--- src/rtl/rza_pkg.sv ---
`timescale 1ns / 1ps
`default_nettype none

package rza_pkg;

    localparam int REG_INDEX_BITS = 3;
    localparam int REG_BITS       = 16;
    localparam int ACC_BITS       = 32;
    localparam int FRAC_BITS      = 16;
    localparam int ORIGIN_SHIFT   = 4;
    localparam int STEP_SHIFT     = 8;
    localparam int FIXED_X_OFFSET = 38;

    localparam logic [REG_INDEX_BITS-1:0] REG_STEP_X_COL = 3'd0;
    localparam logic [REG_INDEX_BITS-1:0] REG_STEP_Y_COL = 3'd1;
    localparam logic [REG_INDEX_BITS-1:0] REG_STEP_X_ROW = 3'd2;
    localparam logic [REG_INDEX_BITS-1:0] REG_STEP_Y_ROW = 3'd3;
    localparam logic [REG_INDEX_BITS-1:0] REG_ORIGIN_X   = 3'd4;
    localparam logic [REG_INDEX_BITS-1:0] REG_ORIGIN_Y   = 3'd5;
    localparam logic [REG_INDEX_BITS-1:0] REG_MODE       = 3'd6;

    localparam logic [REG_BITS-1:0] MODE_RESET       = 16'h4400;
    localparam logic [REG_BITS-1:0] MODE_CLAMP_LARGE = 16'h4488;
    localparam logic [REG_BITS-1:0] MODE_CLAMP_ALT   = 16'h44cc;
    localparam logic [REG_BITS-1:0] MODE_CLAMP_SMALL = 16'h44ee;

    localparam logic OP_START = 1'b0;
    localparam logic OP_TICK  = 1'b1;

    typedef struct packed {
        logic                valid;
        logic [ACC_BITS-1:0] acc_x;
        logic [ACC_BITS-1:0] acc_y;
    } seed_t;

endpackage

`default_nettype wire

--- src/rtl/rza_seed.sv ---
`timescale 1ns / 1ps
`default_nettype none

module rza_seed #(
    parameter int SCREEN_COORD_BITS = 10
) (
    input  wire logic                          aclk,
    input  wire logic                          aresetn,
    input  wire logic                          start,
    input  wire logic [SCREEN_COORD_BITS-1:0]  clip_left,
    input  wire logic [SCREEN_COORD_BITS-1:0]  clip_top,
    input  wire logic [rza_pkg::REG_BITS-1:0]  step_x_col,
    input  wire logic [rza_pkg::REG_BITS-1:0]  step_y_col,
    input  wire logic [rza_pkg::REG_BITS-1:0]  step_x_row,
    input  wire logic [rza_pkg::REG_BITS-1:0]  step_y_row,
    input  wire logic [rza_pkg::REG_BITS-1:0]  origin_x,
    input  wire logic [rza_pkg::REG_BITS-1:0]  origin_y,
    output rza_pkg::seed_t                     seed
);

    localparam int AW = rza_pkg::ACC_BITS;

    logic          valid_reg;
    logic [AW-1:0] base_x_reg, left_x_reg, top_x_reg;
    logic [AW-1:0] base_y_reg, left_y_reg, top_y_reg;

    always_ff @(posedge aclk) begin
        if (!aresetn) begin
            valid_reg <= 1'b0;
        end else begin
            valid_reg <= start;
        end
    end

    always_ff @(posedge aclk) begin
        if (start) begin
            base_x_reg <= AW'($signed(origin_x) * (2 ** rza_pkg::ORIGIN_SHIFT))
                        + AW'($signed(step_x_col) * rza_pkg::FIXED_X_OFFSET);
            base_y_reg <= AW'($signed(origin_y) * (2 ** rza_pkg::ORIGIN_SHIFT))
                        + AW'($signed(step_y_col) * rza_pkg::FIXED_X_OFFSET);
            left_x_reg <= AW'($signed({1'b0, clip_left}) * $signed(step_x_col));
            left_y_reg <= AW'($signed({1'b0, clip_left}) * $signed(step_y_col));
            top_x_reg  <= AW'($signed({1'b0, clip_top}) * $signed(step_x_row));
            top_y_reg  <= AW'($signed({1'b0, clip_top}) * $signed(step_y_row));
        end
    end

    always_comb begin
        seed.valid = valid_reg;
        seed.acc_x = (base_x_reg + left_x_reg + top_x_reg) << rza_pkg::STEP_SHIFT;
        seed.acc_y = (base_y_reg + left_y_reg + top_y_reg) << rza_pkg::STEP_SHIFT;
    end

endmodule

`default_nettype wire

--- src/rtl/rotate_zoom_address_generator.sv ---
`timescale 1ns / 1ps
`default_nettype none
// A tick word in an active region yields its result word in the cycle after acceptance.
// Tick words are accepted every cycle while the output register is free or being drained.
// For a start word, the seed multiplies are registered, then summed into the
// accumulators, so s_tready is low in the cycle after a start. Start words give no result.
// Reset is synchronous on aresetn low: registers return to their reset values, region idle.

module rotate_zoom_address_generator #(
    parameter int SCREEN_COORD_BITS = 10,
    parameter int LARGE_MAP_SIZE    = 2048,
    parameter int SMALL_MAP_SIZE    = 256,
    localparam int S_DATA_W = ((4 * SCREEN_COORD_BITS + 7) / 8) * 8,
    localparam int M_DATA_W = ((2 * rza_pkg::FRAC_BITS + 1 + 2 * SCREEN_COORD_BITS + 7) / 8) * 8
) (
    input  wire logic                                 aclk,
    input  wire logic                                 aresetn,
    input  wire logic                                 cfg_wr_en,
    input  wire logic [rza_pkg::REG_INDEX_BITS-1:0]   cfg_addr,
    input  wire logic [rza_pkg::REG_BITS-1:0]         cfg_wdata,
    input  wire logic                                 s_tvalid,
    output      logic                                 s_tready,
    // clip_left, clip_right, clip_top, clip_bottom
    input  wire logic [S_DATA_W-1:0]                  s_tdata,
    // operation
    input  wire logic                                 s_tuser,
    output      logic                                 m_tvalid,
    input  wire logic                                 m_tready,
    // source_x, source_y, in_range, screen_x, screen_y
    output      logic [M_DATA_W-1:0]                  m_tdata,
    output      logic                                 m_tlast
);

    localparam int CW = SCREEN_COORD_BITS;
    localparam int AW = rza_pkg::ACC_BITS;
    localparam int RW = rza_pkg::REG_BITS;
    localparam int FW = rza_pkg::FRAC_BITS;
    localparam logic [FW-1:0] LARGE_MASK = FW'(LARGE_MAP_SIZE - 1);
    localparam logic [FW:0]   LARGE_SIZE = (FW + 1)'(LARGE_MAP_SIZE);
    localparam logic [FW:0]   SMALL_SIZE = (FW + 1)'(SMALL_MAP_SIZE);

    logic [RW-1:0] step_x_col_reg, step_y_col_reg, step_x_row_reg, step_y_row_reg;
    logic [RW-1:0] origin_x_reg, origin_y_reg, mode_reg;

    logic [AW-1:0] row_acc_x_reg, row_acc_y_reg, pix_acc_x_reg, pix_acc_y_reg;
    logic [CW-1:0] cur_col_reg, cur_row_reg;
    logic [CW-1:0] left_reg, right_reg, bottom_reg;
    logic          active_reg;

    logic          out_valid_reg, out_valid_next;
    logic [FW-1:0] out_sx_reg, out_sy_reg;
    logic          out_ok_reg, out_last_reg;
    logic [CW-1:0] out_col_reg, out_row_reg;

    logic [CW-1:0] in_left, in_right, in_top, in_bottom;
    logic          in_fire, start_fire, tick_fire, emit;
    logic          wrap, ok, is_last, row_end;
    logic [FW:0]   size;
    logic [FW-1:0] raw_sx, raw_sy, sx, sy;
    logic [AW-1:0] step_x_col_ext, step_y_col_ext, step_x_row_ext, step_y_row_ext;

    rza_pkg::seed_t seed;

    assign in_left   = s_tdata[CW-1:0];
    assign in_right  = s_tdata[2*CW-1:CW];
    assign in_top    = s_tdata[3*CW-1:2*CW];
    assign in_bottom = s_tdata[4*CW-1:3*CW];

    assign s_tready   = !seed.valid && (!out_valid_reg || m_tready);
    assign in_fire    = s_tvalid && s_tready;
    assign start_fire = in_fire && (s_tuser == rza_pkg::OP_START);
    assign tick_fire  = in_fire && (s_tuser == rza_pkg::OP_TICK);
    assign emit       = tick_fire && active_reg;

    rza_seed #(
        .SCREEN_COORD_BITS(SCREEN_COORD_BITS)
    ) u_seed (
        .aclk       (aclk),
        .aresetn    (aresetn),
        .start      (start_fire),
        .clip_left  (in_left),
        .clip_top   (in_top),
        .step_x_col (step_x_col_reg),
        .step_y_col (step_y_col_reg),
        .step_x_row (step_x_row_reg),
        .step_y_row (step_y_row_reg),
        .origin_x   (origin_x_reg),
        .origin_y   (origin_y_reg),
        .seed       (seed)
    );

    always_ff @(posedge aclk) begin
        if (!aresetn) begin
            step_x_col_reg <= '0;
            step_y_col_reg <= '0;
            step_x_row_reg <= '0;
            step_y_row_reg <= '0;
            origin_x_reg   <= '0;
            origin_y_reg   <= '0;
            mode_reg       <= rza_pkg::MODE_RESET;
        end else if (cfg_wr_en) begin
            unique case (cfg_addr)
                rza_pkg::REG_STEP_X_COL: step_x_col_reg <= cfg_wdata;
                rza_pkg::REG_STEP_Y_COL: step_y_col_reg <= cfg_wdata;
                rza_pkg::REG_STEP_X_ROW: step_x_row_reg <= cfg_wdata;
                rza_pkg::REG_STEP_Y_ROW: step_y_row_reg <= cfg_wdata;
                rza_pkg::REG_ORIGIN_X:   origin_x_reg   <= cfg_wdata;
                rza_pkg::REG_ORIGIN_Y:   origin_y_reg   <= cfg_wdata;
                rza_pkg::REG_MODE:       mode_reg       <= cfg_wdata;
                default: begin
                end
            endcase
        end
    end

    assign step_x_col_ext = AW'($signed(step_x_col_reg)) << rza_pkg::STEP_SHIFT;
    assign step_y_col_ext = AW'($signed(step_y_col_reg)) << rza_pkg::STEP_SHIFT;
    assign step_x_row_ext = AW'($signed(step_x_row_reg)) << rza_pkg::STEP_SHIFT;
    assign step_y_row_ext = AW'($signed(step_y_row_reg)) << rza_pkg::STEP_SHIFT;

    always_comb begin
        wrap = 1'b1;
        size = LARGE_SIZE;
        case (mode_reg)
            rza_pkg::MODE_CLAMP_LARGE, rza_pkg::MODE_CLAMP_ALT: begin
                wrap = 1'b0;
            end
            rza_pkg::MODE_CLAMP_SMALL: begin
                wrap = 1'b0;
                size = SMALL_SIZE;
            end
            default: begin
            end
        endcase
        raw_sx = pix_acc_x_reg[AW-1:AW-FW];
        raw_sy = pix_acc_y_reg[AW-1:AW-FW];
        if (wrap) begin
            sx = raw_sx & LARGE_MASK;
            sy = raw_sy & LARGE_MASK;
            ok = 1'b1;
        end else begin
            sx = raw_sx;
            sy = raw_sy;
            ok = ({1'b0, raw_sx} < size) && ({1'b0, raw_sy} < size);
        end
        row_end = (cur_col_reg == right_reg);
        is_last = row_end && (cur_row_reg == bottom_reg);
    end

    always_ff @(posedge aclk) begin
        if (!aresetn) begin
            active_reg    <= 1'b0;
            row_acc_x_reg <= '0;
            row_acc_y_reg <= '0;
            pix_acc_x_reg <= '0;
            pix_acc_y_reg <= '0;
            cur_col_reg   <= '0;
            cur_row_reg   <= '0;
            left_reg      <= '0;
            right_reg     <= '0;
            bottom_reg    <= '0;
        end else if (seed.valid) begin
            row_acc_x_reg <= seed.acc_x;
            row_acc_y_reg <= seed.acc_y;
            pix_acc_x_reg <= seed.acc_x;
            pix_acc_y_reg <= seed.acc_y;
        end else if (start_fire) begin
            cur_col_reg <= in_left;
            cur_row_reg <= in_top;
            left_reg    <= in_left;
            right_reg   <= in_right;
            bottom_reg  <= in_bottom;
            active_reg  <= (in_left <= in_right) && (in_top <= in_bottom);
        end else if (emit) begin
            if (row_end) begin
                if (is_last) begin
                    active_reg    <= 1'b0;
                    pix_acc_x_reg <= row_acc_x_reg;
                    pix_acc_y_reg <= row_acc_y_reg;
                end else begin
                    row_acc_x_reg <= row_acc_x_reg + step_x_row_ext;
                    row_acc_y_reg <= row_acc_y_reg + step_y_row_ext;
                    pix_acc_x_reg <= row_acc_x_reg + step_x_row_ext;
                    pix_acc_y_reg <= row_acc_y_reg + step_y_row_ext;
                    cur_row_reg   <= cur_row_reg + CW'(1);
                end
                cur_col_reg <= left_reg;
            end else begin
                pix_acc_x_reg <= pix_acc_x_reg + step_x_col_ext;
                pix_acc_y_reg <= pix_acc_y_reg + step_y_col_ext;
                cur_col_reg   <= cur_col_reg + CW'(1);
            end
        end
    end

    always_comb begin
        out_valid_next = out_valid_reg;
        if (emit) begin
            out_valid_next = 1'b1;
        end else if (m_tready) begin
            out_valid_next = 1'b0;
        end
    end

    always_ff @(posedge aclk) begin
        if (!aresetn) begin
            out_valid_reg <= 1'b0;
        end else begin
            out_valid_reg <= out_valid_next;
        end
    end

    always_ff @(posedge aclk) begin
        if (emit) begin
            out_sx_reg   <= sx;
            out_sy_reg   <= sy;
            out_ok_reg   <= ok;
            out_col_reg  <= cur_col_reg;
            out_row_reg  <= cur_row_reg;
            out_last_reg <= is_last;
        end
    end

    assign m_tvalid = out_valid_reg;
    assign m_tdata  = M_DATA_W'({out_row_reg, out_col_reg, out_ok_reg, out_sy_reg, out_sx_reg});
    assign m_tlast  = out_last_reg;

    a_no_accept_while_seeding: assert property (
        @(posedge aclk) disable iff (!aresetn) seed.valid |-> !s_tready
    ) else $error("input accepted while accumulators are being seeded");

    a_seed_follows_start: assert property (
        @(posedge aclk) disable iff (!aresetn) start_fire |=> seed.valid
    ) else $error("start word did not seed the accumulators");

    a_last_ends_region: assert property (
        @(posedge aclk) disable iff (!aresetn) (emit && is_last) |=> !active_reg
    ) else $error("region still active after its last pixel");

    a_position_in_bounds: assert property (
        @(posedge aclk) disable iff (!aresetn)
        active_reg |-> (cur_col_reg <= right_reg) && (cur_row_reg <= bottom_reg)
    ) else $error("pixel position outside the region bounds");

endmodule

`default_nettype wire
--- config.mk ---
export PLATFORM = sky130hd
export DESIGN_NAME = rotate_zoom_address_generator
export DESIGN_NICKNAME = d
export VERILOG_FILES = /design/src/rtl/rza_pkg.sv /design/src/rtl/rza_seed.sv /design/src/rtl/rotate_zoom_address_generator.sv
export SDC_FILE = /design/constraint.sdc
export NUM_CORES = 2
export LEC_CHECK = 0
export BUFFER_PORTS_ARGS = -buffer_cell sky130_fd_sc_hd__buf_4
export CAP_MARGIN = 30
export CORE_MARGIN = 2
export CORE_UTILIZATION = 45
export DETAILED_ROUTE_END_ITERATION = 16
export PLACE_DENSITY_LB_ADDON = 0.08
export SYNTH_ARGS = -nofsm -noshare
export SYNTH_HDL_FRONTEND = slang
export SYNTH_SLANG_ARGS = --single-unit
--- constraint.sdc ---
create_clock -name aclk -period 6.05 [get_ports aclk]
set_clock_uncertainty 0.1 [all_clocks]
set_input_delay 0 -clock aclk [delete_from_list [all_inputs] [get_ports aclk]]
set_output_delay 0 -clock aclk [all_outputs]
set_load 0.03 [all_outputs]
==> metrics <==
worst path arrival time roughly 6000 ps; register area ~0.011 mm^2; number of buffers on the longest clock path 3; sinks on the clock net approximately 460; static power due to leakage 27.2 nW; total vias in the final route 40054; sequential fraction of the synthesis area around 22%; required time of the worst setup path approximately 6500 ps; buffers inserted during post-CTS setup optimization 0; min cycle time layout 5710 ps; Area after DPL 0.0541 mm^2; kind of critical path register to register; DRC errors left 0; final period utilization 94.5%; sum of net half-perimeters after detailed placement 117000 um; Area growth, synth to finish 10.8%; Mapped Cells roughly 5800; Die ar. 0.117 mm^2; type of origin of the critical path register; critical path fanouts, max 12; relative contribution of the clock network to total power 38.3%; Seq pwr share between 30% and 40%; synth warn 0; final setup violating endpoints 0; leading register cell type out of synthesis sky130_fd_sc_hd__dfxtp_1; power density normalized to cell area between 150 and 200 mW/mm^2; number of top-level design ports ~120; maximum number of pins on one net before global-route repair ~140; Slew @ Worst Pin about 1000 ps; per-cell routed wire length ~20 um; Worst VDD drop 0.220 mV; number of library cell types mapped by synthesis 83; per-instance average area after synthesis 8.87 um^2; CTS buffer count 56; CORE AREA about 0.11 mm^2; number of fill cells around 11000; antenna violations before repair 8; diodes inserted 0; clock tree from TritonCTS done; number of H-tree levels 2; number of search-and-repair iterations in the first detailed-routing pass 5; endpoints failing hold 0; port bufs 120; vias in the first global route ~41000; effective utilization at floorplan 45.2%; CP Capture Type register; Mapped Area 0.0514 mm^2; max frequency 175 MHz; total length of routed wires 153000 um; total area of multi-input combinational cells around 0.036 mm^2; RSZ-0062 raised after global routing false; Placement Rows roughly 120; DR vias/cell between 5 and 6; die extent in y about 340 um; number of enable-type register cells in the synthesized netlist between 150 and 200; switching share of total power around 32%; max cap viols 0; clock tree root buffer cell sky130_fd_sc_hd__clkbuf_16; number of routed nets with antenna violations 0; clock-pin slew of the registers on the worst-case setup and hold paths approximately 60 ps; total global routing track utilization a little over a quarter; Setup Total Neg Slack 0 ps; width of the chip approximately 340 um; layout cell share with drive strength beyond 1 under 10%; insertion delay to the later sink of the worst-skew pair between 600 and 700 ps; first-pass GRT wire length roughly 240000 um; synthesized flop and latch total between 400 and 500; worst max-slew margin expressed relative to the limit about a third; Int Pwr around 6.3 mW; global route overflow 0; Nets 7108; fin area around 0.057 mm^2; net switching power figure around 3 mW; Async S/R FF share, synth 0%; gp weighted congestion between 0.9 and 1; result of the run finished clean; relative contribution of combinational cells to total power between 20% and 30%; Hold/Removal Path Class primary input to register; DR iter-0 viols between 2000 and 3000; fin. max-slew vios 0
synthesized netlist by cell type (18+ instances only):
library cell               instances  share of area, %
sky130_fd_sc_hd__inv_1           879               6.4
sky130_fd_sc_hd__nand2_1         791               5.8
sky130_fd_sc_hd__fa_1            602                23
sky130_fd_sc_hd__ha_1            512                12
sky130_fd_sc_hd__a21oi_1         435               4.2
sky130_fd_sc_hd__and2_1          358               4.4
sky130_fd_sc_hd__dfxtp_1         261                10
sky130_fd_sc_hd__nor2_1          231               1.7
sky130_fd_sc_hd__clkbuf_1        224               1.6
sky130_fd_sc_hd__xnor2_1         218               3.7
sky130_fd_sc_hd__edfxtp_1        196                11
sky130_fd_sc_hd__o21ai_0         161               1.6
sky130_fd_sc_hd__xor2_1           96               1.6
sky130_fd_sc_hd__a21o_1           82               1.2
sky130_fd_sc_hd__a211oi_1         66              0.96
sky130_fd_sc_hd__nand3_1          62              0.60
sky130_fd_sc_hd__nor3_1           56              0.54
sky130_fd_sc_hd__o21a_1           45              0.66
sky130_fd_sc_hd__nor2b_1          42              0.51
sky130_fd_sc_hd__and3_1           39              0.47
sky130_fd_sc_hd__a31oi_1          32              0.39
sky130_fd_sc_hd__nand2b_1         31              0.38
sky130_fd_sc_hd__or3_1            31              0.38
sky130_fd_sc_hd__o211ai_1         25              0.36
sky130_fd_sc_hd__o21bai_1         25              0.36
sky130_fd_sc_hd__o31ai_1          19              0.28
sky130_fd_sc_hd__nand4_1          18              0.22
sky130_fd_sc_hd__o21ai_1          18              0.18
critical path, cell delays in order, from the launching register on:
cell                       delay [ps]
sky130_fd_sc_hd__dfxtp_1          670
sky130_fd_sc_hd__and2_1           240
sky130_fd_sc_hd__fa_1             420
sky130_fd_sc_hd__fa_1             580
sky130_fd_sc_hd__fa_1             450
sky130_fd_sc_hd__fa_1             500
sky130_fd_sc_hd__inv_1             50
sky130_fd_sc_hd__fa_1             470
sky130_fd_sc_hd__inv_1             50
sky130_fd_sc_hd__ha_1             350
sky130_fd_sc_hd__and3_1           230
sky130_fd_sc_hd__a2111o_1         430
sky130_fd_sc_hd__a31oi_1          250
sky130_fd_sc_hd__o21ai_1          190
sky130_fd_sc_hd__or4b_1           500
sky130_fd_sc_hd__nand4b_1          90
cells by family (layout without fill, tap and decap cells):
family / after synthesis / count (layout) / synth area share [%]
compound gates: 1060 / 1060 / 12.8
xor+xnor: 314 / 314 / 5.35
fa+ha+maj: 1114 / 1114 / 35.9
buf+inv: 1122 / 1298 / 8.22
flops: 457 / 457 / 21.6
mux: 12 / 12 / 0.241
other cells: 1 / 3 / 0.00729
simple gates: 1719 / 1719 / 15.9
routing by layer:
layer / track usage (%) / vias to the layer above / routed length (um) / part of all wire, %
met5: 0 / - / 44 / 0.029
met3: 3.88 / 152 / 8230 / 5.4
met2: 44.3 / 896 / 72200 / 47
met4: 7.31 / 6 / 4220 / 2.8
met1: 35.8 / 19829 / 67900 / 44
li1: - / 19171 / - / -
area by class of cell:
type                            count  share of cell area, %
Timing Repair Buffer              311                   4.58
Tap cell                         1512                   3.32
Inverter                          881                   5.82
Clock buffer                       74                   2.79
Sequential cell                   457                   19.5
Multi-Input combinational cell   4222                   63.4
Clock inverter                     32                  0.595
final timing paths:
path,start,end,slack [ps],depth (start not counted)
max reg2reg,step_y_row_reg[6],u_seed.top_y_reg[20],340,15
max,step_y_row_reg[6],u_seed.top_y_reg[20],340,15
min,m_tready,m_tvalid,60,5
min reg2reg,left_reg[6],left_reg[6],360,2
power by group through the flow:
| stage | sequential, mW | clock, mW | combinational [mW] |
|---|---|---|---|
| 6_report | 3.55 | 3.58 | 2.22 |
| 2_1_floorplan | 3.53 | 0 | 1.50 |
| 5_1_grt | 3.56 | 3.77 | 2.47 |
| 3_3_place_gp | 3.62 | 0 | 2.15 |
| 4_1_cts | 3.55 | 3.66 | 2.23 |
| 3_5_place_dp | 3.62 | 0 | 2.16 |
per-stage QoR:
step,hold WS [ps],power [mW],cells,worst slack (ps),util (%)
3_5_place_dp,173,5.77,7291,311,47.5
6_report,62.0,9.35,7489,336,50.1
5_1_grt,127,9.80,7489,23.2,50.1
3_3_place_gp,165,5.77,7289,411,47.5
4_1_cts,26.0,9.44,7489,266,50.0
2_1_floorplan,24.0,5.03,5801,325,-
placed cells by master, fill, tap and decap left out, types with 11 or more instances in the layout:
cell                            count
sky130_fd_sc_hd__a211o_1           13
sky130_fd_sc_hd__a211oi_1          66
sky130_fd_sc_hd__a21boi_0          11
sky130_fd_sc_hd__a21o_1            82
sky130_fd_sc_hd__a21oi_1          435
sky130_fd_sc_hd__a221oi_1          15
sky130_fd_sc_hd__a22oi_1           12
sky130_fd_sc_hd__a31oi_1           32
sky130_fd_sc_hd__and2_1           358
sky130_fd_sc_hd__and3_1            39
sky130_fd_sc_hd__buf_4            216
sky130_fd_sc_hd__clkbuf_16         58
sky130_fd_sc_hd__dfxtp_1          252
sky130_fd_sc_hd__dlygate4sd3_1     92
sky130_fd_sc_hd__edfxtp_1         196
sky130_fd_sc_hd__fa_1             602
sky130_fd_sc_hd__ha_1             512
sky130_fd_sc_hd__inv_1            877
sky130_fd_sc_hd__nand2_1          791
sky130_fd_sc_hd__nand2b_1          30
sky130_fd_sc_hd__nand3_1           61
sky130_fd_sc_hd__nand4_1           18
sky130_fd_sc_hd__nor2_1           229
sky130_fd_sc_hd__nor2b_1           42
sky130_fd_sc_hd__nor3_1            56
sky130_fd_sc_hd__o211ai_1          25
sky130_fd_sc_hd__o21a_1            45
sky130_fd_sc_hd__o21ai_0          161
sky130_fd_sc_hd__o21ai_1           18
sky130_fd_sc_hd__o21bai_1          25
sky130_fd_sc_hd__o31ai_1           19
sky130_fd_sc_hd__or2_2             15
sky130_fd_sc_hd__or3_1             31
sky130_fd_sc_hd__xnor2_1          218
sky130_fd_sc_hd__xor2_1            96
repair_timing:
| action | 4_1_cts | 5_1_grt |
|---|---|---|
| gates resized for setup | 0 | 10 |
| endpoints found under the hold margin | 220 | 0 |
| hold buffers | 92 | 0 |
| endpoints found under the setup margin | 0 | 7 |
Power figures use the tool's default switching activity.
